===== src/hw/rtl/mq_pkg.sv =====
// Max-queue package: command codes and sequencer state type.
// No dependencies; used by the top level.
`timescale 1ns / 1ps
`default_nettype none

package mq_pkg;

	localparam logic [1:0] CMD_PUSH   = 2'd0;
	localparam logic [1:0] CMD_POP    = 2'd1;
	localparam logic [1:0] CMD_ROTATE = 2'd2;

	typedef enum logic [1:0] {
		ST_IDLE,
		ST_SCAN,
		ST_FIN
	} mq_state_t;

endpackage

`default_nettype wire


===== src/hw/rtl/mq_ram.sv =====
// Generic single-write, single-read RAM with registered read data.
// No dependencies.
`timescale 1ns / 1ps
`default_nettype none

module mq_ram #(
	parameter int WIDTH = 24,
	parameter int DEPTH = 64
) (
	input  wire logic                     clk,
	input  wire logic                     we,
	input  wire logic [$clog2(DEPTH)-1:0] waddr,
	input  wire logic [WIDTH-1:0]         wdata,
	input  wire logic [$clog2(DEPTH)-1:0] raddr,
	output logic      [WIDTH-1:0]         rdata
);

	logic [WIDTH-1:0] mem [DEPTH];

	always_ff @(posedge clk) begin
		if (we) begin
			mem[waddr] <= wdata;
		end
		rdata <= mem[raddr];
	end

endmodule

`default_nettype wire


===== src/hw/rtl/fifo_with_max_priority_tracking.sv =====
// Max queue top level: ring-buffer FIFO of (value, priority) entries with top tracking.
// Depends on mq_pkg and mq_ram.
`timescale 1ns / 1ps
`default_nettype none

// Usage
// - Command channel: a beat (command, value, priority_req) is taken at a rising
//   edge with start high and busy low. Commands: push, pop front, rotate front
//   entry to back; the unused code is a no-op that just reports state.
// - Result channel: done pulses for one cycle; all result ports are valid in
//   that cycle only. The receiver cannot stall, so nothing is held back.
// - Sequencing: push, no-op, and pop/rotate on an empty or single-entry queue
//   stay in idle (done the cycle after the beat). Any other pop or rotate
//   reads the new front from the entry RAM in SCAN, then passes FIN before
//   done; when the removed entry was the top, SCAN reads all N entries left
//   after removal, one entry per cycle through the RAM's single read port.
// - busy is high from a beat that enters SCAN until its done cycle; one beat is in
//   work at a time, and the next beat can be taken at the end of done.
// - Reset clears head, tail, count and the sequencer; the RAM is not cleared,
//   only entries that are held are ever read.
// - Front, back and top entries are kept in registers so every result is
//   reported without extra RAM reads; the RAM holds the queue body.
module fifo_with_max_priority_tracking #(
	parameter int DEPTH         = 64,
	parameter int VALUE_BITS    = 16,
	parameter int PRIORITY_BITS = 8
) (
	input  wire logic                       clk,
	input  wire logic                       arst_n,
	input  wire logic                       start,
	output logic                            busy,
	input  wire logic [1:0]                 command,
	input  wire logic [VALUE_BITS-1:0]      value,
	input  wire logic [PRIORITY_BITS-1:0]   priority_req,
	output logic                            done,
	output logic                            pop_valid,
	output logic [VALUE_BITS-1:0]           popped_value,
	output logic [PRIORITY_BITS-1:0]        popped_priority,
	output logic [VALUE_BITS-1:0]           front_value,
	output logic [PRIORITY_BITS-1:0]        front_priority,
	output logic [VALUE_BITS-1:0]           back_value,
	output logic [PRIORITY_BITS-1:0]        back_priority,
	output logic [VALUE_BITS-1:0]           top_value,
	output logic [PRIORITY_BITS-1:0]        top_priority,
	output logic [$clog2(DEPTH+1)-1:0]      entry_count,
	output logic                            is_empty,
	output logic                            push_dropped
);

	localparam int AW = $clog2(DEPTH);
	localparam int CW = $clog2(DEPTH + 1);
	localparam int EW = VALUE_BITS + PRIORITY_BITS;
	localparam logic [CW-1:0] FULL_COUNT = CW'(DEPTH);
	localparam logic [CW-1:0] ONE_COUNT  = CW'(1);
	localparam logic [AW-1:0] LAST_SLOT  = AW'(DEPTH - 1);

	function automatic logic [AW-1:0] next_slot(input logic [AW-1:0] i);
		next_slot = (i == LAST_SLOT) ? '0 : i + AW'(1);
	endfunction

	mq_pkg::mq_state_t state_q, state_d;

	// ring pointers and count
	logic [AW-1:0] head_q, tail_q;
	logic [CW-1:0] count_q;

	// cached entries
	logic [AW-1:0]            top_idx_q;
	logic [VALUE_BITS-1:0]    top_val_q, front_val_q, back_val_q, popped_val_q;
	logic [PRIORITY_BITS-1:0] top_pri_q, front_pri_q, back_pri_q, popped_pri_q;

	// result flags
	logic pop_valid_q, dropped_q, done_q;

	// rescan control
	logic          scan_q, rot_q, first_q;
	logic [AW-1:0] rot_slot_q, scan_addr_q;
	logic [CW-1:0] issue_left_q;
	logic          rd_vld_s1;
	logic [AW-1:0] rd_idx_s1;

	// RAM ports
	logic          ram_we;
	logic [AW-1:0] ram_waddr;
	logic [EW-1:0] ram_wdata, ram_rdata;
	logic [VALUE_BITS-1:0]    rd_val;
	logic [PRIORITY_BITS-1:0] rd_pri;

	logic accept, full, is_push, is_pop, is_rot, was_top, issue;

	assign busy    = (state_q != mq_pkg::ST_IDLE);
	assign accept  = start && !busy;
	assign full    = (count_q == FULL_COUNT);
	assign is_push = (command == mq_pkg::CMD_PUSH);
	assign is_pop  = (command == mq_pkg::CMD_POP);
	assign is_rot  = (command == mq_pkg::CMD_ROTATE);
	assign was_top = (head_q == top_idx_q);
	assign issue   = (state_q == mq_pkg::ST_SCAN) && (issue_left_q != '0);

	// at most one write per beat: push stores the new entry, rotate stores the old front
	assign ram_we    = accept && ((is_push && !full) || (is_rot && count_q != '0));
	assign ram_waddr = tail_q;
	assign ram_wdata = is_push ? {value, priority_req} : {front_val_q, front_pri_q};
	assign rd_val    = ram_rdata[EW-1:PRIORITY_BITS];
	assign rd_pri    = ram_rdata[PRIORITY_BITS-1:0];

	mq_ram #(
		.WIDTH(EW),
		.DEPTH(DEPTH)
	) u_ram (
		.clk  (clk),
		.we   (ram_we),
		.waddr(ram_waddr),
		.wdata(ram_wdata),
		.raddr(scan_addr_q),
		.rdata(ram_rdata)
	);

	always_ff @(posedge clk or negedge arst_n) begin
		if (!arst_n) begin
			state_q <= mq_pkg::ST_IDLE;
		end else begin
			state_q <= state_d;
		end
	end

	always_comb begin
		state_d = state_q;
		unique case (state_q)
			mq_pkg::ST_IDLE: begin
				if (accept && (is_pop || is_rot) && count_q > ONE_COUNT) begin
					state_d = mq_pkg::ST_SCAN;
				end
			end
			mq_pkg::ST_SCAN: begin
				// last read was issued the cycle before; its data lands now
				if (issue_left_q == '0) begin
					state_d = mq_pkg::ST_FIN;
				end
			end
			mq_pkg::ST_FIN: begin
				state_d = mq_pkg::ST_IDLE;
			end
			default: begin
				state_d = mq_pkg::ST_IDLE;
			end
		endcase
	end

	// control registers
	always_ff @(posedge clk or negedge arst_n) begin
		if (!arst_n) begin
			head_q       <= '0;
			tail_q       <= '0;
			count_q      <= '0;
			top_idx_q    <= '0;
			done_q       <= 1'b0;
			pop_valid_q  <= 1'b0;
			dropped_q    <= 1'b0;
			scan_q       <= 1'b0;
			rot_q        <= 1'b0;
			first_q      <= 1'b0;
			rot_slot_q   <= '0;
			issue_left_q <= '0;
			rd_vld_s1    <= 1'b0;
		end else begin
			done_q    <= 1'b0;
			rd_vld_s1 <= issue;
			if (accept) begin
				pop_valid_q <= 1'b0;
				dropped_q   <= 1'b0;
				if (is_push) begin
					if (full) begin
						dropped_q <= 1'b1;
					end else begin
						tail_q  <= next_slot(tail_q);
						count_q <= count_q + ONE_COUNT;
						if (count_q == '0 || top_pri_q < priority_req) begin
							top_idx_q <= tail_q;
						end
					end
					done_q <= 1'b1;
				end else if (is_pop || is_rot) begin
					if (count_q != '0) begin
						pop_valid_q  <= 1'b1;
						head_q       <= next_slot(head_q);
						scan_q       <= was_top;
						rot_q        <= is_rot;
						rot_slot_q   <= tail_q;
						first_q      <= 1'b1;
						issue_left_q <= was_top ? count_q - ONE_COUNT : ONE_COUNT;
						if (is_rot) begin
							tail_q <= next_slot(tail_q);
						end else begin
							count_q <= count_q - ONE_COUNT;
						end
						if (count_q == ONE_COUNT) begin
							// single entry: rotate keeps it as the top
							if (is_rot) begin
								top_idx_q <= tail_q;
							end
							done_q <= 1'b1;
						end
					end else begin
						done_q <= 1'b1;
					end
				end else begin
					done_q <= 1'b1;
				end
			end
			if (issue) begin
				issue_left_q <= issue_left_q - ONE_COUNT;
			end
			if (rd_vld_s1) begin
				first_q <= 1'b0;
				if (scan_q && (first_q || top_pri_q < rd_pri)) begin
					top_idx_q <= rd_idx_s1;
				end
			end
			if (state_q == mq_pkg::ST_FIN) begin
				// re-appended entry wins only on a strictly higher priority
				if (rot_q && top_pri_q < popped_pri_q) begin
					top_idx_q <= rot_slot_q;
				end
				done_q <= 1'b1;
			end
		end
	end

	// payload registers
	always_ff @(posedge clk) begin
		if (issue) begin
			scan_addr_q <= next_slot(scan_addr_q);
			rd_idx_s1   <= scan_addr_q;
		end
		if (accept) begin
			scan_addr_q <= next_slot(head_q);
			if (is_push && !full) begin
				back_val_q <= value;
				back_pri_q <= priority_req;
				if (count_q == '0) begin
					front_val_q <= value;
					front_pri_q <= priority_req;
				end
				if (count_q == '0 || top_pri_q < priority_req) begin
					top_val_q <= value;
					top_pri_q <= priority_req;
				end
			end else if ((is_pop || is_rot) && count_q != '0) begin
				popped_val_q <= front_val_q;
				popped_pri_q <= front_pri_q;
				if (is_rot) begin
					back_val_q <= front_val_q;
					back_pri_q <= front_pri_q;
					if (count_q == ONE_COUNT) begin
						top_val_q <= front_val_q;
						top_pri_q <= front_pri_q;
					end
				end
			end
		end
		if (rd_vld_s1) begin
			if (first_q) begin
				front_val_q <= rd_val;
				front_pri_q <= rd_pri;
			end
			if (scan_q && (first_q || top_pri_q < rd_pri)) begin
				top_val_q <= rd_val;
				top_pri_q <= rd_pri;
			end
		end
		if (state_q == mq_pkg::ST_FIN && rot_q && top_pri_q < popped_pri_q) begin
			top_val_q <= popped_val_q;
			top_pri_q <= popped_pri_q;
		end
	end

	// result ports: cached entries, zeroed when absent
	assign done            = done_q;
	assign pop_valid       = pop_valid_q;
	assign popped_value    = pop_valid_q ? popped_val_q : '0;
	assign popped_priority = pop_valid_q ? popped_pri_q : '0;
	assign is_empty        = (count_q == '0);
	assign entry_count     = count_q;
	assign front_value     = is_empty ? '0 : front_val_q;
	assign front_priority  = is_empty ? '0 : front_pri_q;
	assign back_value      = is_empty ? '0 : back_val_q;
	assign back_priority   = is_empty ? '0 : back_pri_q;
	assign top_value       = is_empty ? '0 : top_val_q;
	assign top_priority    = is_empty ? '0 : top_pri_q;
	assign push_dropped    = dropped_q;

endmodule

`default_nettype wire

===== config.mk =====
export PLATFORM = sky130hd
export DESIGN_NAME = fifo_with_max_priority_tracking
export DESIGN_NICKNAME = d
export VERILOG_FILES = /design/src/hw/rtl/mq_pkg.sv /design/src/hw/rtl/mq_ram.sv /design/src/hw/rtl/fifo_with_max_priority_tracking.sv
export SDC_FILE = /design/constraint.sdc
export NUM_CORES = 2
export LEC_CHECK = 0
export BUFFER_PORTS_ARGS = -buffer_cell sky130_fd_sc_hd__buf_2
export CORE_UTILIZATION = 40
export CTS_CLUSTER_DIAMETER = 120
export DETAILED_ROUTE_END_ITERATION = 10
export SLEW_MARGIN = 10
export SYNTH_ARGS = -nofsm -noshare
export SYNTH_HDL_FRONTEND = slang
export SYNTH_SLANG_ARGS = --single-unit

===== constraint.sdc =====
create_clock -name clk -period 12.2 [get_ports clk]
set_input_delay 0.61 -clock clk [delete_from_list [all_inputs] [get_ports clk]]
set_output_delay 0.61 -clock clk [all_outputs]
set_load 0.005 [all_outputs]

After elaboration in Yosys (flattened, before gate mapping)
Memory sizes are Yosys's and may differ from the RTL's. A register that Yosys moved wholly into a read port is not among the register bits.
Index checks and enable logic that the tools add are counted.
{"block": "totals", "mem_bits_ro": 0, "elab_cells": 194, "out_inout_bits": 108, "mem_bits_rw": 1536, "latchBits": 0, "mem_count": 1, "register_bits": 155}
{"block": "classes", "order_cmp": 4, "n_eq_ne": 16, "mul": 0, "n_div": 0, "bitwise_logic": 2, "n_mux": 97, "shift": 0, "n_reduce_logical": 44, "n_addsub": 6}
{"name": "u_ram.mem", "words": 64, "word_bits": 24, "read_ports": 1, "rd_clocked_by_memory_dff": 1, "wr": 1, "line": "mq_ram.sv:18", "text": "logic [WIDTH-1:0] mem [DEPTH];"}
{"op": "$mux 16", "n": 21}
{"op": "$mux 8", "n": 21}
{"op": "$mux 6", "n": 22}
{"op": "$mux 7", "n": 11}
{"op": "$lt 8x8->1", "n": 3}
{"op": "$mux 24", "n": 1}
{"op": "$reduce_bool 2->1", "n": 12}
{"op": "$add 6x1->6 const B", "n": 3}
{"op": "$eq 6x6->1 const B", "n": 3}
{"op": "$mux 1", "n": 18}
{"op": "$logic_not 7->1", "n": 2}
{"op": "$reduce_bool 7->1", "n": 2}
{"op": "$sub 7x1->7 const B", "n": 2}
{"op": "$logic_and 1x1->1", "n": 12}
{"op": "$reduce_and 4->1", "n": 3}
{"op": "$reduce_and 5->1", "n": 2}
{"op": "$ne 2x2->1 const B", "n": 4}
{"op": "$add 7x1->7 const B", "n": 1}
{"op": "$eq 7x1->1 const B", "n": 1}
{"op": "$eq 7x7->1 const B", "n": 1}
{"op": "$gt 7x1->1 const B", "n": 1}
{"op": "$eq 6x6->1", "n": 1}
{"op": "$reduce_and 3->1", "n": 2}
{"op": "$eq 2x1->1 const B", "n": 2}
{"op": "other kinds (9)", "n": 18}

Logic depth before layout (Yosys ltp)
{"block": "logic_depth", "depth_word": 11, "mapped_depth": 11, "ltp_nobuf": 9}

Modules after synthesis
A second synthesis with hierarchy kept.
{"block": "unflattened", "hier_cells": 3599, "hier_area_um2": 68314.3}
{"mod": "mq_ram", "area_per_inst_um2": 59295.6, "seq_area_each_um2": 46604.7, "cells_each": 2610, "instances": 1}
{"mod": "fifo_with_max_priority_tracking", "area_per_inst_um2": 9018.6, "seq_area_each_um2": 3938.8, "cells_each": 989, "instances": 1}

Least setup slack after synthesis
No wires, ideal clock.
{"block": "synth_timing", "path_kind": "flip-flop to flip-flop", "startpoint": "reg count_q[0] (netlist: entry_count[0])", "endpoint": "reg popped_pri_q[0], enable pin", "path_stages_with_launch": 9, "required_ns": 11.765, "setup_slack_ns": 8.322, "t_arrival_ns": 3.443, "period_less_slack_ns": 3.878, "path_cell_list": "dfrtp_1 inv_1 ha_1 nor4b_4 nand2_1 clkbuf_1 clkbuf_1 nand2_1 nor3_1"}
{"block": "synth_via", "elab_chain_cells": 5}
{"item": "from (decl)", "line": "fifo_with_max_priority_tracking.sv:65", "text": "logic [CW-1:0] count_q;"}
{"item": "from (signal assigned)", "line": "fifo_with_max_priority_tracking.sv:177", "text": "count_q <= count_q + ONE_COUNT;"}
{"item": "from (signal assigned)", "line": "fifo_with_max_priority_tracking.sv:195", "text": "count_q <= count_q - ONE_COUNT;"}
{"item": "$eq 7x7->1", "line": "fifo_with_max_priority_tracking.sv:93", "text": "assign full = (count_q == FULL_COUNT);"}
{"item": "$logic_not 1->1", "line": "fifo_with_max_priority_tracking.sv:238", "text": "if (is_push && !full) begin"}
{"item": "$logic_and 1x1->1", "line": "fifo_with_max_priority_tracking.sv:238"}
{"item": "$not 1->1 (no line)"}
{"item": "$reduce_and 3->1 (no line) (*)"}
{"item": "to (signal assigned)", "line": "fifo_with_max_priority_tracking.sv:251", "text": "popped_pri_q <= front_pri_q;"}
{"item": "to (decl)", "line": "fifo_with_max_priority_tracking.sv:70", "text": "logic [PRIORITY_BITS-1:0] top_pri_q, front_pri_q, back_pri_q, popped_pri_q;"}
Mark *: on every way between the ends. The rest lies on a longest branch, timed or not.
A chain may end at the register's enable or synchronous reset.

==> flow_summary.yaml <==
worst_setup_path:
  critPathLaunch: "scan_addr_q[0]"
  critPathTopFamily: "buffers and inverters"
  reg2reg_from: "scan_addr_q[0]"
  crit_end: "u_ram.rdata[1]"
  path_max_fanout: 92
  reg2reg_slack_ns: 7.71
  cpPeakStageDelay_ns: 0.79
  crit_required_ns: 12.79
  path_depth: 6
  crit_path_start_kind: "flip-flop"
  cpMaxStageDelayCell: "edfxtp_1"
  endpoint_kind: "flip-flop"
  worst_r2r_endpoint: "u_ram.rdata[1]"
  arrival_ns: 5.08
  rr_worst_depth: 6
  path_class: "reg2reg"
  worst_path_most_repeated_cell: "mux4_2"
  crit_buf_inv: 2
  path_cells: "buf_12, buf_4, mux4_2, mux4_2, a22oi_1, nand2_1"
final_layout:
  final_common_cell: "edfxtp_1"
  finalNetCount: 3565
  drive_above_1_share_pct: 28.1
  area_growth_pct: 13.7
  num-fill-cells: 13800
  postLayoutCellArea_sq_um: 77200
  final_cell_mix: "edfxtp_1, mux4_2, nand2_1"
sta:
  setup_viol: 0
  finalSetupTns_ns: 0
  fin_worst_skew_ns: 0.0323
  slew_viol_final: 0
  fmax_mhz: 223
  maxSlewHeadroom_pct: 13.4
  fin_crit_sh_pct: 36.8
  rsz0062_at_grt: "no"
  worst_pin_slew_ns: 1.30
  period_minus_slack_ns: 4.49
  finalHoldViolations: 0
route:
  via_per_inst: 5.75
  routedWlPerCell_um: 29.9
  dr.pass1.iters: 5
  drc: 0
  dr_total_vias: 33600
  drt_iter0_drc: 4164
  wirelength_um: 175000
  drtAntennaViolNets: 0
pwr:
  vdd_ir_drop_max_mv: 0.171
  power_leakage_nw: 24.7
  power_density_nw_per_um2: 241
grt:
  grt_pass1_vias: 32800
  grt_overflow_total: 0
  grt_first_pass_wirelength_um: 250000
  grt_max_degree: 107
  antenna_found_initial: 5
  grt_util_all_layers_pct: 20.3
floorplan:
  die_y_um: 414
  rows: 150
  die_width_um: 414
  coreArea_sq_um: 168000
  io_pins: 137
  die_area_sq_um: 171000
  initial_utilization_pct: 40.4
placed_design:
  place_hpwl_um: 103000
  place_congestion: 0.818
  port-buffer-count: 136
  post_dp_cell_area_sq_um: 71700
synthesis:
  yosys_warnings: 0
  synth_top_area_cell: "edfxtp_1"
  post_synth_num_cell_types: 67
  synth_top_area_share_pct: 70.6
  synthesis.area_sq_um: 67900
  syn_inst: 3339
  ys_top_cells_by_area: "edfxtp_1, mux4_2, dfxtp_1, dfrtp_1, nand2_1"
  synth_area_per_cell_sq_um: 20.3
  async_flop_share_pct: 2.74
  syn_nets: 3400
  ys.flop_type: "edfxtp_1"
  ys_ff_latch: 1715
  ys_seq_area_share_pct: 74.4
  synth_edf_count: 1596
cts:
  cts_root_buf: "clkbuf_16"
  clk_latency_ns: 0.79
  htree_levels: 4
  cts_sinks: 1715
  cts_buffers: 168
  path_clk_slew_ns: 0.06
  clock_path_buffers: 3
  ctsResizeCount: 0
  cts_tree: "yes"
outcome:
  status: "finished clean"
run:
  cap_viol_max_count: 0
worst_hold_path:
  hp-class: "in2reg"
repair_timing:
action | CTS | global route
hold buffers | 1 | 0
setup buffers | 0 | 0
endpoints found under the hold margin | 47 | 0
synthesized netlist by cell type, types with 21 or more instances:
cell type and instances:
mux4_2 479, mux2_2 25, and3_1 26, a31oi_1 23
a21oi_1 29, dfrtp_1 47, nor2_1 114, o21ai_0 52
mux2i_1 45, ha_1 32, dfxtp_1 72, edfxtp_1 1596
clkbuf_1 132, a22oi_1 71, buf_2 36, o21ai_1 29
inv_1 39, nand2_1 180, xnor2_1 21, and2_1 101
buf_1 26
metrics by stage:
step	setup WS, ns	util, %	hold WS [ns]	power (mW)	cells
floorplan	8.32	-	0.314	11.1	3339
global placement	7.04	42.7	0.438	13.5	5537
detailed placement	7.08	42.7	0.438	13.6	5537
CTS	7.62	46.0	0.0972	18.8	5845
global route	7.36	46.0	0.143	19.3	5845
finish	7.71	46.0	0.164	18.6	5846
state kept, by name (all words and copies together), names as in the netlist, 16 cells and up:
name	flops
back_val_q	16
front_val_q	16
popped_val_q	16
top_val_q	16
u_ram.mem	1536
u_ram.rdata	24
worst reg2reg max path: cells and delay by family (launching register included):
kind / cells / cell delay [ns]
buf+inv: 2 / 1.43
mux: 2 / 1.20
flops: 1 / 0.79
compound gates: 1 / 0.59
simple gates: 1 / 0.28
metal layers:
| metal | vias up | share of wire [%] | GRT usage, % |
|---|---|---|---|
| li1 | 14100 | - | - |
| met2 | 1350 | 46 | 30.9 |
| met3 | 176 | 8.0 | 4.07 |
| met5 | - | 0 | 0 |
| met4 | 0 | 1.9 | 4.78 |
| met1 | 18000 | 44 | 30.1 |
cell families after synthesis:
logic type,Yosys count,share of synthesized area (%)
buf+inv,236,1.38
xor+xnor,27,0.348
compound gates,289,2.81
simple gates,491,3.50
flops,1715,74.4
fa+ha+maj,32,0.589
mux,549,17.0
how the worst min path moves through the flow:
| stage | cells past startpoint | end | from |
|---|---|---|---|
| floorplan | 0 | done | arst_n |
| global placement | 1 | first_q | rd_vld_s1 |
| CTS | 3 | back_val_q[1] | value[1] |
| detailed placement | 1 | first_q | rd_vld_s1 |
| global route | 3 | back_val_q[1] | value[1] |
| finish | 3 | back_val_q[1] | value[1] |
final cells by class:
class                           instances  area, sq um  share of cell area (%)
Sequential cell                      1715        50500                    65.5
Clock buffer                          210         4530                    5.86
Multi-Input combinational cell       1388        17100                    22.1
Clock inverter                         97          995                    1.29
Tap cell                             2204         2760                    3.57
Antenna cell                            1         2.50                 0.00324
Inverter                               41          154                   0.199
Timing Repair Buffer                  190         1190                    1.54
where the power goes:
group	internal, mW	switching, mW	leakage, nW
Clock	3.03	2.21	2.71
Combinational	2.26	3.52	6.57
Sequential	7.29	0.313	15.4
Total	12.6	6.04	24.7
Note: power is estimated with default switching activity, not from simulation.
